<file path="src/hdl/gnc_pkg.sv">
// Package for the group normalization block: widths, op codes, sequencer
// states and the divider request/response types. No dependencies.
package gnc_pkg;

    localparam int unsigned MAX_GROUP_ELEMENTS_DEF = 1048576;

    localparam int DATA_W  = 16;
    localparam int OP_W    = 2;
    localparam int INV_W   = 24;
    localparam int DIV_W   = 64;
    localparam int MUL_A_W = 34;
    localparam int MUL_B_W = 27;
    localparam int MUL_P_W = MUL_A_W + MUL_B_W;
    localparam int MSQ_W   = 31;
    localparam int V_W     = 32;
    localparam int Q48_W   = 49;
    localparam int Q50_W   = 51;
    localparam int ROOT_W  = 25;
    localparam int BIT_W   = 5;
    localparam int CMP_W   = 52;
    localparam int T_W     = 60;

    localparam logic [OP_W-1:0] OP_ACC  = 2'd0;
    localparam logic [OP_W-1:0] OP_FIN  = 2'd1;
    localparam logic [OP_W-1:0] OP_NORM = 2'd2;

    localparam logic [INV_W-1:0] INV_MAX = {INV_W{1'b1}};

    typedef enum logic [4:0] {
        ST_IDLE,
        ST_ACC_MUL,
        ST_ACC_ADD,
        ST_FIN_MEAN,
        ST_FIN_MEAN_W,
        ST_FIN_MSQ,
        ST_FIN_MSQ_W,
        ST_FIN_M2,
        ST_FIN_VAR,
        ST_FIN_Q48,
        ST_FIN_Q48_W,
        ST_FIN_Q50,
        ST_FIN_Q50_W,
        ST_SQRT_MUL,
        ST_SQRT_CMP,
        ST_RND_MUL,
        ST_RND_CMP,
        ST_FIN_OUT,
        ST_NRM_MUL1,
        ST_NRM_MUL2,
        ST_NRM_ADD,
        ST_NRM_OUT
    } state_t;

    typedef struct packed {
        logic             start;
        logic [DIV_W-1:0] dividend;
        logic [DIV_W-1:0] divisor;
    } div_req_t;

    typedef struct packed {
        logic             done;
        logic [DIV_W-1:0] quotient;
    } div_rsp_t;

endpackage

</file>
<file path="src/hdl/gnc_div.sv">
// Iterative restoring divider, one quotient bit per cycle.
// Depends on gnc_pkg (div_req_t, div_rsp_t, DIV_W).
module gnc_div import gnc_pkg::*; (
    input  logic     aclk,
    input  logic     aresetn,
    input  div_req_t req,
    output div_rsp_t rsp
);

    localparam int CNT_W = $clog2(DIV_W);

    logic             busy_reg;
    logic             done_reg;
    logic [CNT_W-1:0] cnt_reg;
    logic [DIV_W-1:0] quo_reg;
    logic [DIV_W-1:0] rem_reg;
    logic [DIV_W-1:0] dvs_reg;

    logic [DIV_W:0] rem_sh;
    logic [DIV_W:0] diff;
    logic           ge;

    always_comb begin
        rem_sh = {rem_reg, quo_reg[DIV_W-1]};
        diff   = rem_sh - {1'b0, dvs_reg};
        ge     = !diff[DIV_W];
    end

    always_ff @(posedge aclk) begin
        if (!aresetn) begin
            busy_reg <= 1'b0;
            done_reg <= 1'b0;
        end else begin
            done_reg <= 1'b0;
            if (req.start) begin
                busy_reg <= 1'b1;
            end else if (busy_reg && cnt_reg == CNT_W'(DIV_W - 1)) begin
                busy_reg <= 1'b0;
                done_reg <= 1'b1;
            end
        end
    end

    always_ff @(posedge aclk) begin
        if (req.start) begin
            cnt_reg <= '0;
            quo_reg <= req.dividend;
            rem_reg <= '0;
            dvs_reg <= req.divisor;
        end else if (busy_reg) begin
            cnt_reg <= cnt_reg + 1'b1;
            rem_reg <= ge ? diff[DIV_W-1:0] : rem_sh[DIV_W-1:0];
            quo_reg <= {quo_reg[DIV_W-2:0], ge};
        end
    end

    assign rsp.done     = done_reg;
    assign rsp.quotient = quo_reg;

endmodule

</file>
<file path="config.mk">
export PLATFORM = sky130hd
export DESIGN_NAME = gnc_div
export DESIGN_NICKNAME = d
export VERILOG_FILES = /design/src/hdl/gnc_pkg.sv /design/src/hdl/gnc_div.sv
export SDC_FILE = /design/constraint.sdc
export NUM_CORES = 1
export LEC_CHECK = 0
export ABC_AREA = 0
export ABC_CLOCK_PERIOD_IN_PS = 8000
export BUFFER_PORTS_ARGS = -buffer_cell sky130_fd_sc_hd__buf_2
export CAP_MARGIN = 30
export CORE_MARGIN = 4
export CORE_UTILIZATION = 30
export CTS_BUF_LIST = sky130_fd_sc_hd__clkbuf_8 sky130_fd_sc_hd__clkbuf_16
export DETAILED_ROUTE_END_ITERATION = 8
export PLACE_DENSITY = 0.59
export REMOVE_ABC_BUFFERS = 1
export SYNTH_ARGS = -nofsm -noshare
export SYNTH_HDL_FRONTEND = slang
export SYNTH_SLANG_ARGS = --single-unit
</file>
<file path="constraint.sdc">
create_clock -name aclk -period 8 [get_ports aclk]
set_clock_uncertainty 0.2 [all_clocks]
set_input_delay 0.8 -clock aclk [delete_from_list [all_inputs] [get_ports aclk]]
set_output_delay 0.8 -clock aclk [all_outputs]
set_load 0.03 [all_outputs]
</file>
==> reports/results.txt <==
Ys Warns: 0
Critical path launch point type: flip-flop
Most common cell in the netlist: edfxtp_1
Dpl hpwl: 22,600 µm
Share of cells above drive strength 1: 0.239
Final Critical Period: 4.44 ns
Worst Tran Pin Value: 0.899 ns
I/O pins: 196
Post-CTS Hold Fix Bufs: 0
Vias: 9,297
Root Buffer Master: clkbuf_16
Yosys top cell by area: edfxtp_1
Worst rel slew slack: 0.401
Synth top area share: 0.321
Final RePlAce weighted congestion: 0.868
Period utilisation layout: 0.555
Critical Path RT: 8.16 ns
Cell area after placement: 13,400 µm²
PortBufs: 195
Outcome: finished clean
DRC marker count from the first detailed-route iteration: 489
Avg Cell Area, Syn: 10.2 µm²
Non-filler cells, final: 1,861
Die Y-Extent: 208 µm
F_max: 0.225 GHz
Post_cts resized: 0
Sequential fraction of the synthesis area: 0.441
Flops & latches, synth: 200
Initial antenna violation count: 7
Total power: 2.77 mW
CTS tree: built
Fin Setup TNS: 0 ns
Pre-CTS setup slack: 3.55 ns
Slew Viols, Final: 0
Leak: 5.78 nW
Main area contributors after synthesis: edfxtp_1, dfxtp_1, ha_1
Synth unique cells: 72
GRT Total Usage: 0.139
Detail Route Antenna Nets: 0
Vias in the first global route: 9,263
Worst-Skew Late Latency: 0.46 ns
Area Overhead vs Synth: 16.6%
Largest net degree at the start of global routing: 98
Starting Density: 0.307
Final hold vios: 0
Main synth FF type: edfxtp_1
WL/cell: 16.4 µm
Total Wirelength: 30,500 µm
Max Cap Viol: 0
First-pass GRT wire length: 49,600 µm
CP endpoint kind: flip-flop
Die X-Extent: 208 µm
CTS sink cnt: 200
Die area: 43,200 µm²
Postcts setup bufs: 0
EDFF count, synth: 128
Setup violators final: 0
CTS buffer count: 17
Final Hold Slack: 0.289 ns
Max clock buf depth: 2
Post-layout util: 0.358
ANT cells: 0
Worst Hold Class: flip-flop to flip-flop
Post-route DRC: 0
Total grt overflow: 0
Asr flop ratio synth: 0
Cells after DPL: 1,828
Post-Layout Inst Area: 14,000 µm²
Vias per cell: 5.00
Nets: 1,527
Synthesized area: 12,000 µm²
Mapped Cells: 1,176
CP max FO: 33
Most frequent cells after synthesis: edfxtp_1, nor2_1, inv_1, nand2_1, a21oi_1
Worst setup margin: 3.56 ns
Worst-path clk slew: 0.09 ns
Critical Path AT: 4.60 ns
Worst IR drop on VDD: 0.154 mV
Core area: 39,100 µm²
H-tree lvl count: 4
Power per cell area: 198 nW/µm²
Std cell rows: 72
Crit Path Class: flip-flop to flip-flop
First-pass DRT Iterations: 5
Unrepaired setup endpoints after global routing: no
## cell families after synthesis
| family | count (synthesis) | synth area share |
|---|---|---|
| AO/OA/AOI/OAI | 313 | 0.181 |
| AND/OR/NAND/NOR | 266 | 0.103 |
| flip-flops | 200 | 0.441 |
| buffers and inverters | 149 | 0.0535 |
| multiplexers | 119 | 0.106 |
| adder cells (fa/ha/maj) | 66 | 0.0695 |
| XOR/XNOR | 63 | 0.0460 |
## cells in the final DEF (no fill, tap or decap), types with 5 or more instances in the layout
| cell | synthesis | layout |
|---|---|---|
| a211oi_1 | 47 | 47 |
| a21o_1 | 46 | 46 |
| a21oi_1 | 73 | 73 |
| a31oi_1 | 12 | 12 |
| a41oi_1 | 5 | 5 |
| and2_1 | 8 | 8 |
| buf_2 | 3 | 194 |
| buf_4 | 2 | 6 |
| clkbuf_16 | 0 | 17 |
| dfxtp_1 | 72 | 71 |
| edfxtp_1 | 128 | 128 |
| ha_1 | 65 | 65 |
| inv_1 | 81 | 80 |
| mux2_2 | 63 | 63 |
| mux2i_1 | 55 | 55 |
| nand2_1 | 78 | 78 |
| nand2b_1 | 10 | 10 |
| nand3_1 | 14 | 14 |
| nand4_1 | 28 | 28 |
| nor2_1 | 89 | 89 |
| nor3_1 | 14 | 14 |
| o211ai_1 | 6 | 6 |
| o21a_1 | 6 | 6 |
| o21ai_0 | 54 | 54 |
| o21bai_1 | 13 | 13 |
| o221ai_1 | 10 | 10 |
| xnor2_1 | 41 | 41 |
| xor2_1 | 22 | 22 |
## area by class of cell
cell class                 instances  area [µm²]
timing repair buffer             203        1070
tap                              518         648
sequential                       200        5290
multi-input combinational        827        6070
inverter                          81         304
fill                            4045       25100
clock inverter                    13         149
clock buffer                      19         453
## final timing paths
check	slack (ns)	depth (start not counted)	to	startpoint
hold / removal	0.29	2	rem_reg[45]	rem_reg[45]
hold reg to reg	0.29	2	rem_reg[45]	rem_reg[45]
setup reg to reg	3.56	15	rem_reg[26]	quo_reg[63]
setup / recovery	3.56	15	rem_reg[26]	quo_reg[63]
## power breakdown
group          internal, mW  total [mW]  switching (mW)  leakage, nW
clock network         0.435       0.886           0.450        0.294
logic                 0.250       0.648           0.398         3.63
registers              1.19        1.24          0.0451         1.86
total                  1.88        2.77           0.894         5.78
## metal layers
| layer | global-route usage | part of all wire | vias up | routed length (µm) |
|---|---|---|---|---|
| li1 | - | - | 4649 | - |
| met1 | 0.183 | 0.47 | 4370 | 14300 |
| met2 | 0.225 | 0.46 | 228 | 14000 |
| met3 | 0.0408 | 0.057 | 36 | 1730 |
| met4 | 0.0340 | 0.012 | 14 | 367 |
| met5 | 0 | 0.0030 | - | 92 |
## critical path, cell delays in order, from the launching register on
cell and delay, ns:
edfxtp_1 0.35, inv_1 0.05, ha_1 0.22, fa_1 0.41, nand2b_1 0.18, a21oi_1 0.30
o2111a_1 0.32, a31oi_4 0.12, o221ai_4 0.30, a31o_4 0.23, o21ai_4 0.08, nor2_4 0.35
buf_12 0.25, buf_4 0.52, mux2i_1 0.15, a211oi_1 0.28
(Power assumes the default switching activity.)
